File: src/design/tone_note_sequencer_macros.svh
// Assertion macros for the tone note sequencer RTL.
// Expects i_clk and i_rst_n in the scope of use.
`ifndef TONE_NOTE_SEQUENCER_MACROS_SVH
`define TONE_NOTE_SEQUENCER_MACROS_SVH

// same-cycle implication
`define TNS_ASSERT_NOW(label, ante, cons, msg) \
    label: assert property (@(posedge i_clk) disable iff (!i_rst_n) (ante) |-> (cons)) \
        else $error(msg);

// next-cycle implication
`define TNS_ASSERT_NEXT(label, ante, cons, msg) \
    label: assert property (@(posedge i_clk) disable iff (!i_rst_n) (ante) |=> (cons)) \
        else $error(msg);

`endif

File: src/design/tns_pkg.sv
// Package for the tone note sequencer: item types, op codes, constants.
// No dependencies.
`timescale 1ns / 1ps

package tns_pkg;

    localparam int TNS_FIFO_DEPTH = 4096;
    localparam int NOTE_BYTES     = 4;
    localparam int QUEUE_DEPTH    = 2;

    localparam logic [12:0] WAKE_THRESHOLD_RESET = 13'd4096;
    localparam logic        REG_WAKE_THRESHOLD   = 1'b0;

    typedef enum logic {
        OP_PUSH = 1'b0,
        OP_TICK = 1'b1
    } t_op;

    typedef struct packed {
        logic        cmd;
        logic [7:0]  data_byte;
        logic [15:0] writer_pending;
    } t_in_item;

    typedef struct packed {
        logic        byte_dropped;
        logic        speaker_enable;
        logic [15:0] tone_frequency;
        logic        note_started;
        logic        wake_writer;
        logic [12:0] fifo_level;
        logic        playing;
    } t_out_item;

    typedef struct packed {
        t_op         op;
        logic [7:0]  data_byte;
        logic [15:0] writer_pending;
    } t_item;

endpackage

File: src/design/tns_front.sv
// Front end: registers an incoming item and classifies it as push or tick.
// Depends on tns_pkg.
`timescale 1ns / 1ps

module tns_front
    import tns_pkg::*;
(
    input  logic     i_clk,
    input  logic     i_rst_n,
    input  logic     i_in_valid,
    output logic     o_in_ready,
    input  t_in_item i_in_item,
    output logic     o_q_valid,
    input  logic     i_q_ready,
    output t_item    o_q_item
);

    logic  r_valid;
    logic  n_valid;
    t_item r_item;
    t_item n_item;
    logic  take;

    assign o_in_ready = !r_valid || i_q_ready;
    assign take       = i_in_valid && o_in_ready;

    always_comb begin
        n_valid = r_valid && !i_q_ready;
        n_item  = r_item;
        if (take) begin
            n_valid              = 1'b1;
            n_item.op            = i_in_item.cmd ? OP_TICK : OP_PUSH;
            n_item.data_byte     = i_in_item.data_byte;
            n_item.writer_pending = i_in_item.writer_pending;
        end
    end

    always_ff @(posedge i_clk) begin
        if (!i_rst_n) begin
            r_valid <= 1'b0;
        end else begin
            r_valid <= n_valid;
        end
        r_item <= n_item;
    end

    assign o_q_valid = r_valid;
    assign o_q_item  = r_item;

endmodule

File: config.mk
export PLATFORM = sky130hd
export DESIGN_NAME = tns_front
export DESIGN_NICKNAME = d
export VERILOG_FILES = /design/src/design/tone_note_sequencer_macros.svh /design/src/design/tns_pkg.sv /design/src/design/tns_front.sv
export SDC_FILE = /design/constraint.sdc
export NUM_CORES = 1
export LEC_CHECK = 0
export BUFFER_PORTS_ARGS = -buffer_cell sky130_fd_sc_hd__buf_2
export CORE_MARGIN = 2
export CORE_UTILIZATION = 39
export DETAILED_ROUTE_END_ITERATION = 10
export GPL_TIMING_DRIVEN = 0
export MAX_ROUTING_LAYER = met4
export PLACE_DENSITY = 0.82
export SLEW_MARGIN = 20
export SYNTH_ARGS = -nofsm -noshare
export SYNTH_HDL_FRONTEND = slang
export SYNTH_SLANG_ARGS = --single-unit
File: constraint.sdc
create_clock -name i_clk -period 1.3 [get_ports i_clk]
set_input_delay 0.065 -clock i_clk [delete_from_list [all_inputs] [get_ports i_clk]]
set_output_delay 0.065 -clock i_clk [all_outputs]
set_load 0.03 [all_outputs]
==> summary.md <==
| Metric | Value |
|---|---|
| Outcome | `finished clean` |
| Syn. warnings | `0` |
| Reg2Reg Depth | `3` |
| # setup viols final | `0` |
| Sequential area share after synthesis | `0.954` |
| Hold slack | `0.285 ns` |
| Total global routing overflow | `0` |
| Starting DRC count in detailed routing | `4` |
| Post-Place Cells | `112` |
| Clock slew at reported path FFs | `0.13 ns` |
| Hold wc startpoint | `i_in_valid` |
| Peak VDD IR | `0.000683 V` |
| DIE WIDTH | `49.5 um` |
| Worst hold path class | `input port to flop` |
| Int Pwr | `1.21 mW` |
| Clock sinks | `26` |
| Post-CTS Hold Fix Bufs | `27` |
| Max Buffers Root-to-Sink | `2` |
| Pwr Total | `1.59 mW` |
| Fmax | `845 MHz` |
| Count of cell types in the netlist | `6` |
| Hold Violations, Final | `0` |
| Antenna Cells | `0` |
| Post-synthesis cell count | `30` |
| Detailed Place HPWL | `1190 um` |
| Clock power frac | `0.205` |
| Placement Cell Area | `1120 um2` |
| Register Area | `771 um2` |
| Yosys reg bits | `26` |
| H-tree Lvls | `1` |
| Wire length per cell | `12.9 um` |
| Total GRT Usage | `0.173` |
| DIE AREA | `2450 um2` |
| Final net count | `146` |
| Logic pwr share | `0.175` |
| Critical path endpoint category | `flop` |
| R2r setup slk | `0.13 ns` |
| Final non-filler cell total | `143` |
| Switch Pwr | `0.384 mW` |
| CTS Buf Count | `3` |
| Skew final | `0.00492 ns` |
| Layout area overhead | `74.9%` |
| Vias in the first global route | `641` |
| PwrDens | `1130 nW/um2` |
| Sequential group share of total power | `0.621` |
| Period minus WS final | `1.18 ns` |
| DR vias | `604` |
| # Post-CTS Setup Buffers | `0` |
| Slew Limit Fails | `0` |
| Final RePlAce weighted congestion | `0.627` |
| Avg Inst Size Synth | `26.9 um2` |
| Share of cells above drive strength 1 | `0.526` |
| Area of the multi-input gates | `33.8 um2` |
| Pre-CTS setup slack | `0.214 ns` |
| Vias per std cell | `4.22` |
| Core area | `1960 um2` |
| Mapped cell area | `808 um2` |
| First-pass GRT wire length | `3020 um` |
| RR Startpoint | `o_q_valid` |
| Final worst setup slack | `0.116 ns` |
| Antenna viol nets, final | `0` |
| Slew Limit Headroom | `0.792` |
| Post-layout util | `0.721` |
| Post_cts resized | `0` |
| Worst-Margin Slew | `0.312 ns` |
| Req. time, crit path | `1.51 ns` |
| Starting Density | `0.412` |
| # DRC | `0` |
| WP data arrival | `1.39 ns` |
| Crit Path Category | `input port to flop` |
| R2r endpoint | `o_q_valid` |
| Setup TNS | `0 ns` |
| Switching Share | `0.241` |
| Hold Path End | `o_q_item[23]` |
| Startpoint types | `input port` |
| CTS tree | `built` |
| Clk_lat worst skew | `0.31 ns` |
| Lkg Pwr | `0.616 nW` |
| Largest net degree at the start of global routing | `26` |
| Row Count | `16` |
| 1st-pass router iterations | `2` |
| Synthesized Nets | `59` |
| Fill count | `146` |
| Die H | `49.5 um` |
| Clk root buf | `clkbuf_4` |
| CP max FO | `1` |
| Final Cycle Share | `0.911` |
| Design area | `1410 um2` |
| Max_cap viols | `0` |
| Unrepaired setup endpoints after global routing | `no` |
| Buffers on Ports | `55` |
| Initial antenna violation count | `0` |
| Worst Hold Depth | `2` |
| Final WL | `1850 um` |
| # IOs | `56` |
flip-flops by register name (all words and copies together) (netlist names):
signal and cells:
o_q_item 25, o_q_valid 1
routing by layer:
layer / GRT usage / up-vias / wire, um
met5: - / - / 0
met4: 0.0694 / 0 / 9
met3: 0.0455 / 2 / 168
met2: 0.300 / 43 / 949
met1: 0.188 / 271 / 719
li1: - / 288 / -
cell type report:
cell class                      count  area share
Multi-Input combinational cell      3      0.0239
Clock buffer                        3      0.0159
Inverter                            1     0.00265
Tap cell                           27      0.0239
Timing Repair Buffer               82       0.386
Clock inverter                      1     0.00265
Sequential cell                    26       0.545
layout by cell type, fill, tap and decap left out:
cell type | synthesis | final
a21boi_2 | 1 | 1
buf_2 | 0 | 55
dfxtp_1 | 1 | 1
inv_1 | 1 | 1
edfxtp_1 | 25 | 25
nand2b_4 | 1 | 1
dlygate4sd3_1 | 0 | 27
and2_4 | 1 | 1
clkbuf_4 | 0 | 3
clkinv_1 | 0 | 1
worst max-delay path, cell delays in order:
cell and delay (ns):
dlygate4sd3_1 0.53, buf_2 0.12, a21boi_2 0.13, dlygate4sd3_1 0.54
cell families after synthesis:
family / after synthesis / share of synthesized area
flip-flops: 26 / 0.954
buffers and inverters: 1 / 0.00464
AND/OR/NAND/NOR: 2 / 0.0279
AO/OA/AOI/OAI: 1 / 0.0139
synthesized netlist by cell type:
master    instances  area [um2]
and2_4            1        8.76
edfxtp_1         25         751
inv_1             1        3.75
nand2b_4          1        13.8
dfxtp_1           1        20.0
a21boi_2          1        11.3
power groups by stage:
| stage | clock, mW | combinational, mW | sequential, mW |
|---|---|---|---|
| 2_1_floorplan | 0 | 0.0261 | 1.11 |
| 3_3_place_gp | 0 | 0.210 | 1.01 |
| 3_5_place_dp | 0 | 0.214 | 1.01 |
| 4_1_cts | 0.333 | 0.278 | 0.988 |
| 5_1_grt | 0.379 | 0.296 | 0.993 |
| 6_report | 0.326 | 0.278 | 0.988 |
how the worst max path moves through the flow:
stage	cells past startpoint	endpoint	slack, ns	from
2_1_floorplan	2	o_q_item[0]	0.06	o_q_valid
3_3_place_gp	2	o_q_item[10]	0.23	o_q_valid
3_5_place_dp	2	o_q_item[20]	0.21	o_q_valid
4_1_cts	3	o_q_valid	0.12	o_q_valid
5_1_grt	3	o_q_valid	0.05	o_q_valid
6_report	4	o_q_valid	0.12	i_rst_n
Power figures use the tool's default switching activity.
