**config.mk**
```make
export PLATFORM = sky130hd
export DESIGN_NAME = tns_queue
export DESIGN_NICKNAME = d
export VERILOG_FILES = /design/src/design/tone_note_sequencer_macros.svh /design/src/design/tns_pkg.sv /design/src/design/tns_queue.sv
export SDC_FILE = /design/constraint.sdc
export NUM_CORES = 1
export LEC_CHECK = 0
export ABC_AREA = 0
export BUFFER_PORTS_ARGS = -buffer_cell sky130_fd_sc_hd__buf_2
export CORE_ASPECT_RATIO = 1.25
export CORE_MARGIN = 2
export CORE_UTILIZATION = 42
export DETAILED_ROUTE_END_ITERATION = 7
export PLACE_DENSITY = 0.72
export SYNTH_ARGS = -nofsm -noshare
export SYNTH_HDL_FRONTEND = slang
export SYNTH_SLANG_ARGS = --single-unit
```
**constraint.sdc**
```tcl
create_clock -name i_clk -period 1.9 [get_ports i_clk]
set_clock_uncertainty 0.05 [all_clocks]
set_input_delay 0.475 -clock i_clk [delete_from_list [all_inputs] [get_ports i_clk]]
set_output_delay 0.475 -clock i_clk [all_outputs]
set_load 0.01 [all_outputs]
```
**src/design/tone_note_sequencer_macros.svh**
```systemverilog
// Assertion macros for the tone note sequencer RTL.
// Expects i_clk and i_rst_n in the scope of use.
`ifndef TONE_NOTE_SEQUENCER_MACROS_SVH
`define TONE_NOTE_SEQUENCER_MACROS_SVH

// same-cycle implication
`define TNS_ASSERT_NOW(label, ante, cons, msg) \
    label: assert property (@(posedge i_clk) disable iff (!i_rst_n) (ante) |-> (cons)) \
        else $error(msg);

// next-cycle implication
`define TNS_ASSERT_NEXT(label, ante, cons, msg) \
    label: assert property (@(posedge i_clk) disable iff (!i_rst_n) (ante) |=> (cons)) \
        else $error(msg);

`endif

```
**src/design/tns_pkg.sv**
```systemverilog
// Package for the tone note sequencer: item types, op codes, constants.
// No dependencies.
`timescale 1ns / 1ps

package tns_pkg;

    localparam int TNS_FIFO_DEPTH = 4096;
    localparam int NOTE_BYTES     = 4;
    localparam int QUEUE_DEPTH    = 2;

    localparam logic [12:0] WAKE_THRESHOLD_RESET = 13'd4096;
    localparam logic        REG_WAKE_THRESHOLD   = 1'b0;

    typedef enum logic {
        OP_PUSH = 1'b0,
        OP_TICK = 1'b1
    } t_op;

    typedef struct packed {
        logic        cmd;
        logic [7:0]  data_byte;
        logic [15:0] writer_pending;
    } t_in_item;

    typedef struct packed {
        logic        byte_dropped;
        logic        speaker_enable;
        logic [15:0] tone_frequency;
        logic        note_started;
        logic        wake_writer;
        logic [12:0] fifo_level;
        logic        playing;
    } t_out_item;

    typedef struct packed {
        t_op         op;
        logic [7:0]  data_byte;
        logic [15:0] writer_pending;
    } t_item;

endpackage

```
**src/design/tns_queue.sv**
```systemverilog
// Short item queue between the front end and the note engine.
// Depends on tns_pkg.
`timescale 1ns / 1ps

module tns_queue
    import tns_pkg::*;
(
    input  logic  i_clk,
    input  logic  i_rst_n,
    input  logic  i_valid,
    output logic  o_ready,
    input  t_item i_item,
    output logic  o_valid,
    input  logic  i_ready,
    output t_item o_item
);

    localparam int QAW = (QUEUE_DEPTH > 1) ? $clog2(QUEUE_DEPTH) : 1;
    localparam int QCW = $clog2(QUEUE_DEPTH + 1);

    t_item            r_buf [QUEUE_DEPTH];
    logic [QAW-1:0]   r_wr;
    logic [QAW-1:0]   r_rd;
    logic [QCW-1:0]   r_cnt;
    logic             push;
    logic             pop;

    function automatic logic [QAW-1:0] bump(input logic [QAW-1:0] p);
        return (p == QAW'(QUEUE_DEPTH - 1)) ? '0 : p + QAW'(1);
    endfunction

    assign o_ready = (r_cnt != QCW'(QUEUE_DEPTH));
    assign o_valid = (r_cnt != '0);
    assign o_item  = r_buf[r_rd];
    assign push    = i_valid && o_ready;
    assign pop     = o_valid && i_ready;

    always_ff @(posedge i_clk) begin
        if (!i_rst_n) begin
            r_wr  <= '0;
            r_rd  <= '0;
            r_cnt <= '0;
        end else begin
            if (push) begin
                r_wr <= bump(r_wr);
            end
            if (pop) begin
                r_rd <= bump(r_rd);
            end
            r_cnt <= r_cnt + QCW'(push) - QCW'(pop);
        end
        if (push) begin
            r_buf[r_wr] <= i_item;
        end
    end

endmodule

```
==> results of run 1 <==
==> per-stage QoR <==
step | std cells | setup slack, ns | TNS [ns] | util, %
after global routing | 234 | -0.002069 | -0.002069 | 54.26
after global placement | 225 | 0.3126 | 0 | 51.61
final | 234 | 0.04863 | 0 | 54.26
after CTS | 233 | 0.01512 | 0 | 53.49
after detailed placement | 225 | 0.1970 | 0 | 51.61
after floorplan | 107 | 0.1274 | 0 | -
==> flip-flops by register name, summed over array words and instances (netlist names), named ones only <==
register and count:
r_wr 1, r_cnt 2, r_rd 1, r_buf 50
==> routing by layer <==
| metal | wire (microns) | vias up |
|---|---|---|
| met2 | 1848 | 39 |
| met3 | 214 | 6 |
| met4 | 42 | 0 |
| met1 | 1331 | 552 |
| met5 | 0 | - |
| li1 | - | 544 |
==> worst max-delay path, delay by kind of cell (launching register included) <==
kind,cells,cell delay [ns]
buf+inv,2,0.30
mux,1,0.35
flops,1,0.39
==> power by group through the flow <==
stage	combinational [mW]	clock [mW]	sequential, mW
2_1_floorplan	0.454	0	1.54
3_3_place_gp	0.672	0	1.54
3_5_place_dp	0.693	0	1.55
4_1_cts	0.701	0.615	1.53
5_1_grt	0.795	0.662	1.55
6_report	0.725	0.592	1.54
==> logic make-up after synthesis <==
logic type                 count (synthesis)
DFF                                       55
muxes                                     26
and+or+nand+nor                           13
AOI/OAI and AO/OA                          7
buffers and inverters                      4
xor gates and xnor gates                   1
adders and majority gates                  1
==> Yosys cell counts, drive strengths merged <==
library cell  instances  area (sq um)
edfxtp               50          1501
mux2                 25         281.5
dfxtp                 5         100.1
and2                  3         18.77
buf                   3         27.52
a21bo                 2         20.02
nand2b                2         12.51
nor2                  2         7.510
o21ai                 2         10.00
a211oi                1         7.510
a21boi                1         7.510
a32oi                 1         8.760
and3                  1         6.260
ha                    1         12.51
inv                   1         3.750
mux2i                 1         10.01
nand2                 1         3.750
nand3                 1         5.000
nand3b                1         7.510
nor2b                 1         6.260
or2                   1         6.260
xnor2                 1         8.760
==> timing repair <==
action                                  CTS  global route
cloned                                    0             1
endpoints found under the hold margin     0             0
endpoints found under the setup margin   13            18
gates resized for setup                   1             4
==> layout make-up <==
class | instances | area, sq um | share of cell area [%]
Sequential cell | 55 | 1605 | 62.55
Multi-Input combinational cell | 48 | 440.4 | 17.16
Timing Repair Buffer | 62 | 356.6 | 13.90
Tap cell | 60 | 75.07 | 2.925
Clock buffer | 6 | 72.57 | 2.828
Clock inverter | 2 | 12.51 | 0.4876
Inverter | 1 | 3.754 | 0.1463
==> worst min-delay path by stage <==
stage | startpoint | slack, ns | endpoint
4_1_cts | i_item[15] | 0.30 | r_buf[0][15]$_DFFE_PP_
3_5_place_dp | r_rd$_SDFFE_PN0P_ | 0.53 | flop
3_3_place_gp | r_wr$_SDFFE_PN0P_ | 0.50 | r_wr$_SDFFE_PN0P_
2_1_floorplan | r_wr$_SDFFE_PN0P_ | 0.47 | r_wr$_SDFFE_PN0P_
6_report | i_item[5] | 0.31 | r_buf[0][5]$_DFFE_PP_
5_1_grt | i_item[5] | 0.30 | r_buf[0][5]$_DFFE_PP_
==> results by stage, run 1 <==
Logic synthesis:
- Counting every instance in the synthesized netlist gives 107.
- By area, the combinational part of the netlist is dominated by multiplexers.
- The post-synth net total is 137.
- The compound-gate portion of the synthesized area is 2.595%.
- The mapped netlist covers 2073 sq um.
- The number of different library cells used by synthesis comes to 25.
- Summing the sequential cell areas from Yosys gives 77.25% of the chip area.
- The adder-cell share of the synthesized area is 0.6035%.
- Of the total synthesized cell area, the portion taken by AND, OR, NAND and NOR gates is 3.561%.
- The number of warnings reported in the yosys synthesis log is 0.
- Counting flops and latches in the post-synthesis netlist gives 55.
- Summing the areas of all xor and xnor instances in the mapped netlist gives 0.4225% of the synthesized area.
- Measured against the total synthesized area, the mux share comes to 14.06%.
- The average instance area after synthesis is 19.38 sq um.

Routing:
- The number of iterations in the first detailed-routing pass is 4.
- The wire length reported by the detailed router is 3.437 mm.
- The detailed router's first-iteration violation count is 65.
- The routed length per placed instance is 14.69 microns.
- The number of nets with antenna violations after routing is 0.
- The via count of the routed design is 1,141.
- The residual DRC count is 0.
- After detailed routing, the number of vias per cell comes to 4.876.

Power:
- Sequential cells account for 53.9% of the total power.
- The leakage power is 0.9847 nW.
- The largest vdd supply drop is 0.4955 mV.
- The total power after layout is 2.854 mW.
- The power density relative to cell area is 1112 nW/um^2.
- The power spent charging and discharging nets is 0.7380 mW.
- The internal portion of the total power is 2.116 mW.
- Combinational cells account for 25.4% of the total power.
- The fraction of power spent switching nets is 25.86%.
- Per report_power, the clock group accounts for 20.7% of the total.

Finish:
- Summing all non-filler instances in the final layout gives an area of 2566 sq um.
- The number of nets in the layout is 203.
- The post-route netlist has 53.45% of its cells at a drive strength greater than 1.
- From synthesis to final layout, the design area changed by 23.78%.
- The library cells used most frequently in the layout, excluding fill and tap cells, are sky130_fd_sc_hd__buf_2 (55), sky130_fd_sc_hd__edfxtp_1 (50), sky130_fd_sc_hd__mux2_2 (23).
- The library cell used most frequently in the layout, excluding fill and tap cells, is sky130_fd_sc_hd__buf_2.
- The filler cells instantiated in the layout total 397.
- 0 antenna diodes ended up in the layout.

Critical path:
- The endpoint identified for the worst register-to-register timing path is r_buf[0][9]$_DFFE_PP_.
- The data required time at the worst endpoint is 1.37 ns.
- The element type at the critical path end is a primary output.
- The worst reg2reg path depth is 4.
- In this run the register-to-register setup slack is 0.41 ns.
- The largest individual stage delay along the critical path comes from the cell sky130_fd_sc_hd__dfxtp_4.
- In this run the critical register-to-register path is launched from r_cnt[0]$_SDFF_PN0_.
- In this run the worst setup path terminates at o_item[13].
- The critical path goes through buf_6 > mux2_2 > buf_2.
- STA puts the critical path data arrival time at 1.33 ns.
- By startpoint and endpoint, the worst setup path is classified as flop to primary output.
- The critical path startpoint category is a flop.
- Along the worst path, the maximum fanout reaches 10.
- The maximum cell stage delay along the critical path is 0.39 ns.

Place:
- During placement, the flow inserted port buffers numbering 55.
- Summing all placed instances gives a cell area of 2441 sq um.
- The sum of net half-perimeters after detailed placement is 2.463 mm.
- At the end of routability-driven placement, the weighted congestion stood at 0.6475.

Global route:
- The first global-routing pass estimated 5.119 mm of wire.
- The overall global routing resource usage is 12.85%.
- Global routing consumed, on the met3 layer, 4.336% of the routing resources.
- Entering global routing, the biggest net connects 17 pins.
- The met1 layer usage reported by global route is 13.36%.
- The number of antenna violations at the first check in global routing was 0.
- The total congestion overflow is 0.
- The via count of the first global-routing pass came to 1,161.
- For met2 alone, demand over resource in global routing was 24.00%.
- In this run the most used layer during global routing was met2.

STA:
- The final-report max-slew violation count is 0.
- The portion of the clock cycle consumed by the worst path in the final layout is 97.44%.
- The final-report hold violation count is 0.
- The routed design could run at a clock period as short as 1.851 ns.
- Headroom to the max-slew limit came out at 83.69%.
- The maximum achievable frequency is 0.5401 GHz.
- The total setup violations reported at the end of the flow is 0.
- The transition time at the pin with the least slew margin is 0.2431 ns.
- The worst hold margin is 0.3129 ns.

Clock network:
- Once the clock tree was built, the setup fixing pass inserted 0 buffers.
- The sink count of the clock tree is 55.
- The hold-fix buffer count after cts is 0.
- The tree is rooted in a sky130_fd_sc_hd__clkbuf_8.
- Buffers inserted during clock tree synthesis total 5.
- The clock latency on the worst-skew pair is 0.29 ns.
- The clock transition at the register clock pins on the worst setup and hold paths after CTS is 0.09 ns.
- The number of buffers between clock root and the deepest sink is 2.
- The CTS tree is built.
- The H-tree generated during clock tree synthesis spans 2 levels.

Die:
- The die outline area is 5518 sq um.
- Measured along the x axis, the die boundary spans 66.84 microns.
- The die height is 82.55 microns.
- The placeable core region is 4730 sq um.
- The floorplan has 28 rows.
- 56 I/O pins were placed.
- The initial standard-cell utilization of the core is 43.84%.

Flow run:
- The max capacitance violation total is 0.

Min path:
- The number of cells traversed by the worst hold path is 1.
- The tightest min-delay check is of the input port to flop type.

Run status:
- The run finished with clean final reports.
Power figures use the tool's default switching activity.
==> run 2: changes to the inputs <==
--- a/config.mk
+++ b/config.mk
@@ -5,7 +5,7 @@
 export SDC_FILE = /design/constraint.sdc
 export NUM_CORES = 1
 export LEC_CHECK = 0
-export ABC_AREA = 0
+export ABC_AREA = 1
 export BUFFER_PORTS_ARGS = -buffer_cell sky130_fd_sc_hd__buf_2
 export CORE_ASPECT_RATIO = 1.25
 export CORE_MARGIN = 2
==> run 2 against run 1 <==
Cell area rose by 5.3%. Combinational power increased by 57%. First-iteration DRC count is 4.6% lower. Global-route usage rose by 0.14 points. Register-to-register slack got worse by 0.10 ns.
==> results by stage, run 2 <==
Finish:
- Counting flops per register, the top entry is r_buf.
- Fill cells in the final layout number 405.
- For this run, the post-layout net count is 210.
- The number of diodes added for antenna fixing is 0.
- The library cells used most frequently in the layout, excluding fill and tap cells, are sky130_fd_sc_hd__edfxtp_1 (50), sky130_fd_sc_hd__buf_2 (48), sky130_fd_sc_hd__mux2_4 (20).
- The largest registers in the layout are r_buf x50, r_cnt x2.
- The post-layout instance area is 2703 sq um.
- Leaving out fill and tap cells, the most frequent cell in the layout is sky130_fd_sc_hd__edfxtp_1.
- In the final layout, flip-flops and latches occupy 1605 sq um.
- The register with the most flip-flops in the layout has 50 of them.
- In the final layout, the share of cells above drive strength 1 is 54.14%.
- The layout overhead on the synthesized area is 26.02%.
- The area of the multi-input gates is 470.5 sq um.

Critical path:
- In this run the critical register-to-register path is launched from r_cnt[0]$_SDFF_PN0_.
- The cell family contributing the most delay on the critical path is flip-flops.
- The maximum cell stage delay along the critical path is 0.42 ns.
- The capture point of the worst reg-to-reg path is r_cnt[1]$_SDFF_PN0_.
- Along the worst path, the maximum fanout reaches 5.
- The worst reg2reg path depth is 10.
- The worst setup path is launched from a flop.
- The minimum setup slack among reg-to-reg paths is 0.31 ns.
- The slowest cell on the critical path is sky130_fd_sc_hd__dfxtp_4.
- The data required time at the worst endpoint is 1.37 ns.
- The worst setup path is captured at a primary output.
- The kind of critical path is flop to primary output.
- The data arrival time of the critical path is 1.32 ns.
- Traced cell by cell, the critical path runs through clkbuf_16 > mux2_4 > buf_2.
- Counting both buffers and inverters, the worst setup path holds a total of 2.

Logic synthesis:
- The number of distinct library cell variants in the gate-level netlist after synthesis is 14.
- The largest area contributor in the netlist is sky130_fd_sc_hd__edfxtp_1.
- The proportion of register bits with asynchronous set or reset after synthesis is 0%.
- The share of the synthesized area in the top cell type is 70.01%.
- Summing the areas of all xor and xnor instances in the mapped netlist gives 0.4084% of the synthesized area.
- In the post-synthesis netlist, the biggest area contributors are sky130_fd_sc_hd__edfxtp_1 (70%), sky130_fd_sc_hd__mux2_4 (14%), sky130_fd_sc_hd__dfxtp_1 (4.7%), sky130_fd_sc_hd__mux2_2 (2.6%), sky130_fd_sc_hd__nand2_1 (1.9%).
- The post-synth net total is 144.
- The most instantiated flip-flop cell in the synthesis netlist is sky130_fd_sc_hd__edfxtp_1.
- The number of warnings reported in the yosys synthesis log is 0.
- The number of flops mapped to enable cells by yosys is 50.
- The most frequently used cell type in the post-synthesis netlist is sky130_fd_sc_hd__edfxtp_1.
- Of the total synthesized cell area, the portion taken by full adders, half adders and majority gates is 0.5834%.
- Summing the areas of all compound-gate instances in the mapped netlist gives 0.2334% of the synthesized area.
- By area, the combinational part of the netlist is dominated by multiplexers.
- Sorting the synthesized cells by how often they occur yields sky130_fd_sc_hd__edfxtp_1 (50), sky130_fd_sc_hd__mux2_4 (20), sky130_fd_sc_hd__nand2_1 (11).
- The simple-gate share of the synthesized area is 3.851%.
- Counting every instance in the synthesized netlist gives 114.
- Synthesis inferred 55 register bits.
- The post-synthesis instance area is 2145 sq um.
- The average instance area after synthesis is 18.81 sq um.
- Measured against the total synthesized area, the mux share comes to 16.63%.
- The share of the Yosys chip area taken by registers is 74.68%.

Flow run:
- The max capacitance violation total is 0.

Die:
- The core region is 5007 sq um.
- The horizontal extent of the die is 67.91 microns.
- Once the floorplan was initialized, standard cells occupied 42.83% of the core.
- The number of primary I/O pins is 56.
- The number of standard-cell rows in the floorplan is 29.
- The die covers 5697 sq um.
- The die height is 83.89 microns.

Place:
- Routability-driven placement finished with a final weighted congestion of 0.6167.
- Once detailed placement completed, the half-perimeter wirelength came to 2.419 mm.
- The count of buffers added on input and output ports is 55.
- Once placement finished, the instance area stood at 2514 sq um.

Clock network:
- The tree is rooted in a sky130_fd_sc_hd__clkbuf_8.
- The number of buffers created by CTS is 5.
- The maximum level of the CTS H-tree is 2.
- The number of buffers inserted by post-CTS setup repair is 0.
- The clock latency on the worst-skew pair is 0.29 ns.
- TritonCTS built the clock tree.
- After clock tree synthesis, the clock-pin slew on the worst setup and hold paths is 0.09 ns.
- The hold-fix buffer count after cts is 0.
- The number of buffers between clock root and the deepest sink is 2.
- CTS saw 55 sinks.

Power:
- The leakage power is 1.086 nW.
- Sequential cells account for 48.5% of the total power.
- The part of the power in combinational logic is 34.0%.
- VDD sags by at most 0.7380 mV.
- For this design the total switching power over the nets is 0.9257 mW.
- The share of power burned in the clock network is 17.6%.
- The internal power of the cells totals 2.421 mW.
- Net switching is 27.66% of the power.
- Power spread over the standard cell area amounts to 1238 nW/um^2.

Routing:
- The routed layout has 1,134 vias.
- The wire length reported by the detailed router is 3.497 mm.
- The routed length per placed instance is 14.39 microns.
- The number of nets with antenna violations after routing is 0.
- After the first detailed-routing iteration, the DRC count stood at 62.
- The pre-antenna-repair detailed-routing pass consisted of 4 iterations.
- The residual DRC count is 0.
- The per-cell via count in the routed design is 4.667.

STA:
- The worst hold margin is 0.3174 ns.
- The final-report max-slew violation count is 0.
- The maximum achievable frequency is 0.5420 GHz.
- The total setup violations reported at the end of the flow is 0.
- For the pin with the worst max-slew slack, the measured transition is 0.3327 ns.
- Setup repair after global routing could not meet its margin everywhere.
- In the finished design, the share of the clock period the worst path needs comes to 97.11%.
- The final-report hold violation count came to 0.
- The final critical-path required period is 1.845 ns.
- Headroom to the max-slew limit came out at 77.80%.

Global route:
- After global routing, the most crowded layer is met2.
- In the global route stage, met3 resource usage came out at 3.239%.
- Global routing consumed, on the met1 layer, 14.08% of the routing resources.
- The total congestion overflow is 0.
- The via count of the first global-routing pass is 1,209.
- The number of antenna violations at the first check in global routing was 0.
- Entering global routing, the biggest net connects 22 pins.
- The overall global routing resource usage is 12.99%.
- The met2 demand-to-capacity share in global routing is 23.08%.
- The wire length of the first global-routing pass is 5.437 mm.

Run status:
- The run finished with clean final reports.

Min path:
- The number of cells traversed by the worst hold path is 1.
- The launch instance of the worst min-delay path is i_item[9].
- The worst-case hold path end point is r_buf[0][9]$_DFFE_PP_.
- The class of the tightest hold or removal check is input port to flop.
run 2: cell count changes after synthesis, moves of 3 or more:
cell	before	now
sky130_fd_sc_hd__nor2_1	2	8
sky130_fd_sc_hd__inv_1	1	7
sky130_fd_sc_hd__nand2_1	1	11
sky130_fd_sc_hd__mux2_4	0	20
sky130_fd_sc_hd__and2_1	3	0
sky130_fd_sc_hd__mux2_2	23	5
run 2: final cells by class:
cell class	instances	share of cell area, %
clock buffer	6	2.685
clock inverter	2	0.4630
inverter	7	0.9722
multi-input combinational	49	17.41
sequential	55	59.40
tap	62	2.870
timing repair buffer	62	16.20
run 2: worst max-delay path by stage:
stage	slack, ns	end	depth (start not counted)	start
after floorplan	0.1	r_buf[1][0]$_DFFE_PP_	4	r_cnt[0]$_SDFF_PN0_
after global placement	0.31	r_buf[1][2]$_DFFE_PP_	4	i_valid
after detailed placement	0.24	r_cnt[1]$_SDFF_PN0_	10	i_ready
after CTS	0.02	o_item[14]	3	flop
after global routing	-0.01	o_item[14]	3	flop
final	0.05	o_item[11]	3	flop
run 2: power by group through the flow:
stage | sequential, mW | combinational, mW | clock, mW
4_1_cts | 1.62 | 1.06 | 0.615
3_3_place_gp | 1.62 | 0.981 | 0
2_1_floorplan | 1.61 | 0.722 | 0
6_report | 1.62 | 1.14 | 0.587
5_1_grt | 1.64 | 1.24 | 0.668
3_5_place_dp | 1.63 | 1.01 | 0
run 2: layer usage:
layer	share of wire (%)	vias to the layer above
li1	-	544
met4	0.94	0
met5	0	-
met3	6.4	4
met1	38	548
met2	55	38
run 2: per-stage QoR:
step                setup slack [ns]  cells  utilization (%)  power (mW)  setup TNS, ns
detailed placement            0.2400    233            50.20       2.648              0
floorplan                    0.09997    114                -       2.334              0
global route               -0.009639    243            53.97       3.551       -0.01328
global placement              0.3120    233            50.20       2.601              0
CTS                          0.02134    242            52.52       3.296              0
finish                       0.05493    243            53.97       3.347              0
run 2: cells by family after synthesis:
kind of cell | Yosys count
compound gates | 1
simple gates | 21
flops | 55
fa+ha+maj | 1
buf+inv | 10
xor+xnor | 1
mux | 25
run 2: timing repair:
item | CTS | global route
endpoints found under the setup margin | 1 | 1
cloned | 1 | 1
resized for setup | 3 | 8
==> run 3: changes to the inputs <==
--- a/config.mk
+++ b/config.mk
@@ -12,6 +12,7 @@
 export CORE_UTILIZATION = 42
 export DETAILED_ROUTE_END_ITERATION = 7
 export PLACE_DENSITY = 0.72
+export SETUP_SLACK_MARGIN = 0.2
 export SYNTH_ARGS = -nofsm -noshare
 export SYNTH_HDL_FRONTEND = slang
 export SYNTH_SLANG_ARGS = --single-unit
==> constraint.sdc (replaced) <==
create_clock -name i_clk -period 1.7 [get_ports i_clk]
set_clock_uncertainty 0.05 [all_clocks]
set_input_delay 0.425 -clock i_clk [delete_from_list [all_inputs] [get_ports i_clk]]
set_output_delay 0.425 -clock i_clk [all_outputs]
set_load 0.01 [all_outputs]
==> run 3 against run 2 <==
The flow now finishes with violations (setup timing). Highest routed layer unchanged. Clock power rose by 23%. Sequential power is 14% higher. Cell count is 1.2% higher. Critical path depth did not move. First-iteration DRC count fell by 44%. Combinational power increased by 37%. Critical path type unchanged. Sequential share of layout area down 4.0 points. Register-to-register slack worse by 0.04 ns. Clock-buffer cell count grew 1. Flip-flop and latch count unchanged.
==> results by stage, run 3 (synthesized netlist as in run 2, its figures left out) <==
Finish:
- In the layout the commonest cells are sky130_fd_sc_hd__edfxtp_1 (50), sky130_fd_sc_hd__buf_2 (30), sky130_fd_sc_hd__mux2_4 (25), sky130_fd_sc_hd__buf_6 (25), sky130_fd_sc_hd__nand2_1 (9).
- The register with the most flip-flops in the layout has 50 of them.
- Excluding fillers, the count of instances in the completed layout stands at 246.
- The number of antenna diodes in the final layout is 0.
- The leading cell type in the layout, fill and taps excluded is sky130_fd_sc_hd__edfxtp_1.
- The final layout contains 213 nets.
- The share of layout cells above drive strength 1 is 60.33%.
- The count of fill cells added during filler insertion is 391.
- The largest registers in the layout are r_buf x50, r_cnt x2.
- The layout overhead on the synthesized area is 35.71%.
- The register containing the most flip-flops in the final layout is r_buf.

Die:
- The number of primary I/O pins is 56.
- The die outline area is 5697 sq um.
- Once the floorplan was initialized, standard cells occupied 42.83% of the core.
- From left edge to right edge, the die measures 67.91 microns.
- The region available for standard cell placement spans 5007 sq um.
- The die height is 83.89 microns.
- The initialized floorplan defines 29 standard-cell rows.

Clock network:
- Clock latency on the worst-skew pair, taken at its later pin, is 0.29 ns.
- The clock transition at the register clock pins on the worst setup and hold paths after CTS is 0.09 ns.
- Hold repair after CTS inserted 0 buffers.
- The maximum level of the CTS H-tree is 2.
- The CTS tree is built.
- The number of buffers between clock root and the deepest sink is 2.
- The cell sitting at the root of the clock tree is a sky130_fd_sc_hd__clkbuf_8.
- For this design, the sink count on the clock tree is 55.
- The number of buffers created by CTS is 5.

STA:
- In this run the tightest slew margin relative to its limit is 83.21%.
- The final-report hold violation count is 0.
- The total setup violations reported at the end of the flow is 25.
- The final-report max-slew violation count is 0.
- Final hold analysis gives a worst-case slack of 0.2630 ns.
- The worst path uses 106.1% of the clock period.
- Counting I/O delays and the setup requirement, the final critical path takes 1.803 ns.
- Setup repair after global routing could not meet its margin everywhere.
- The transition time at the pin with the least slew margin is 0.2518 ns.
- The least setup slack across all paths after layout is -0.1030 ns.
- For this run, the top clock speed supported by timing is 0.5546 GHz.

Flow run:
- Max-cap violations in this run came to 0.

Run status:
- The final reports fail on setup timing.
- The run finished, with violations left.

Critical path:
- The data required time at the worst endpoint is 1.22 ns.
- The minimum setup slack among reg-to-reg paths is 0.27 ns.
- The maximum cell stage delay along the critical path is 0.43 ns.
- The slowest cell on the critical path is sky130_fd_sc_hd__dfxtp_4.
- STA classifies the critical path startpoint as a flop.
- The worst setup path is captured at a primary output.
- The signal on the critical path passes through clkbuf_16 > mux2_4 > buf_6.
- The kind of critical path is flop to primary output.
- STA puts the critical path data arrival time at 1.33 ns.
- The maximum fanout along the worst path is 6.

Routing:
- The pre-antenna-repair detailed-routing pass consisted of 4 iterations.
- The count of nets left with antenna violations once routing finished came out at 0.
- Dividing the detail-routed via count by the number of cells gives 4.760.
- In this run, the number of DRC markers left after iteration 0 of detailed routing was 35.
- Dividing the detail-routed wire length by the instance count gives 14.42 microns.
- For this run, design rule violations remaining after detail routing come to 0.
- After detailed routing, the total wire length is 3.547 mm.
- The via count of the routed design is 1,171.

Power:
- The design draws 4.122 mW.
- The cell internal power dissipation is 2.984 mW.
- The part of the power in combinational logic is 37.8%.
- Of the total power, the share spent switching nets is 27.61%.
- The power spent charging and discharging nets is 1.138 mW.
- The power density relative to cell area is 1416 nW/um^2.
- The largest vdd supply drop is 0.7668 mV.
- Summed over all cells, the static leakage comes to 1.171 nW.
- In this run, the clock network consumes 17.5% of the power.
- Sequential cells burn 44.8% of the power.

Place:
- After detailed placement, the design holds a cell count of 234.
- The congestion estimate from routability-driven global placement came to 0.6240.
- Prior to clock tree synthesis, the placed netlist has a worst setup slack of 0.1357 ns.
- The quantity of I/O buffers inserted on ports is 55.

Global route:
- Entering global routing, the biggest net connects 19 pins.
- The first global-routing pass estimated 5.354 mm of wire.
- The number of antenna violations at the first check in global routing is 0.
- Global routing consumed, over all layers together, 12.75% of the routing resources.
- The via count of the first global-routing pass is 1,163.
- After global routing the overflow that remains totals 0.

Min path:
- The path class of the tightest hold or removal check is input port to flop.
-- run 3: changes by cell type in the layout (fill, tap and decap cells not counted), sizes merged --
cell | before | now
clkinvlp | 1 | 0
buf | 61 | 63
clkbuf | 7 | 9
-- run 3: routing by layer --
layer | share of wire (%) | routed length [microns] | GRT usage [%] | up-vias
met4 | 1.9 | 66 | 5.273 | 0
met2 | 54 | 1925 | 22.19 | 32
li1 | - | - | - | 555
met3 | 5.0 | 179 | 3.779 | 6
met1 | 39 | 1375 | 14.04 | 578
met5 | 0 | 0 | 0 | -
-- run 3: metrics by stage --
| step | area (sq um) | utilization [%] | TNS, ns |
|---|---|---|---|
| finish | 2910 | 58.12 | -2.090 |
| global route | 2910 | 58.12 | -2.974 |
| CTS | 2804 | 56.00 | -1.490 |
| detailed placement | 2541 | 50.75 | 0 |
| global placement | 2541 | 50.75 | 0 |
| floorplan | 2170 | - | 0 |
-- run 3: path summary, 6_finish.rpt --
kind / startpoint / to / depth (start not counted)
min: i_item[5] / r_buf[0][5]$_DFFE_PP_ / 1
max reg2reg: r_cnt[0]$_SDFF_PN0_ / r_cnt[1]$_SDFF_PN0_ / 10
max: flop / o_item[16] / 3
min reg2reg: r_rd$_SDFFE_PN0P_ / r_rd$_SDFFE_PN0P_ / 2
-- run 3: worst max-delay path: cells and delay by family (launching register included) --
family | cells | cell delay, ns
buffers and inverters | 2 | 0.30
muxes | 1 | 0.30
DFF | 1 | 0.43
-- run 3: layout make-up --
type,count,area (sq um),share of cell area [%]
Timing Repair Buffer,65,566.8,19.48
Tap cell,62,77.57,2.666
Multi-Input combinational cell,49,531.8,18.27
Clock buffer,7,86.33,2.966
Clock inverter,1,8.758,0.3009
Inverter,7,26.28,0.9028
Sequential cell,55,1613,55.42
-- run 3: power groups by stage --
stage / Sequential (mW) / Clock (mW) / Combinational (mW)
3_5_place_dp: 1.83 / 0 / 1.16
5_1_grt: 1.87 / 0.793 / 1.67
3_3_place_gp: 1.82 / 0 / 1.12
2_1_floorplan: 1.80 / 0 / 0.830
4_1_cts: 1.81 / 0.739 / 1.42
6_report: 1.85 / 0.720 / 1.56
-- run 3: what timing repair did --
| item | CTS | global route |
|---|---|---|
| gates cloned | 0 | 2 |
| resized for setup | 30 | 14 |
| pin swaps | 0 | 9 |
| setup endpoints to repair | 27 | 28 |
| setup buffers | 0 | 2 |
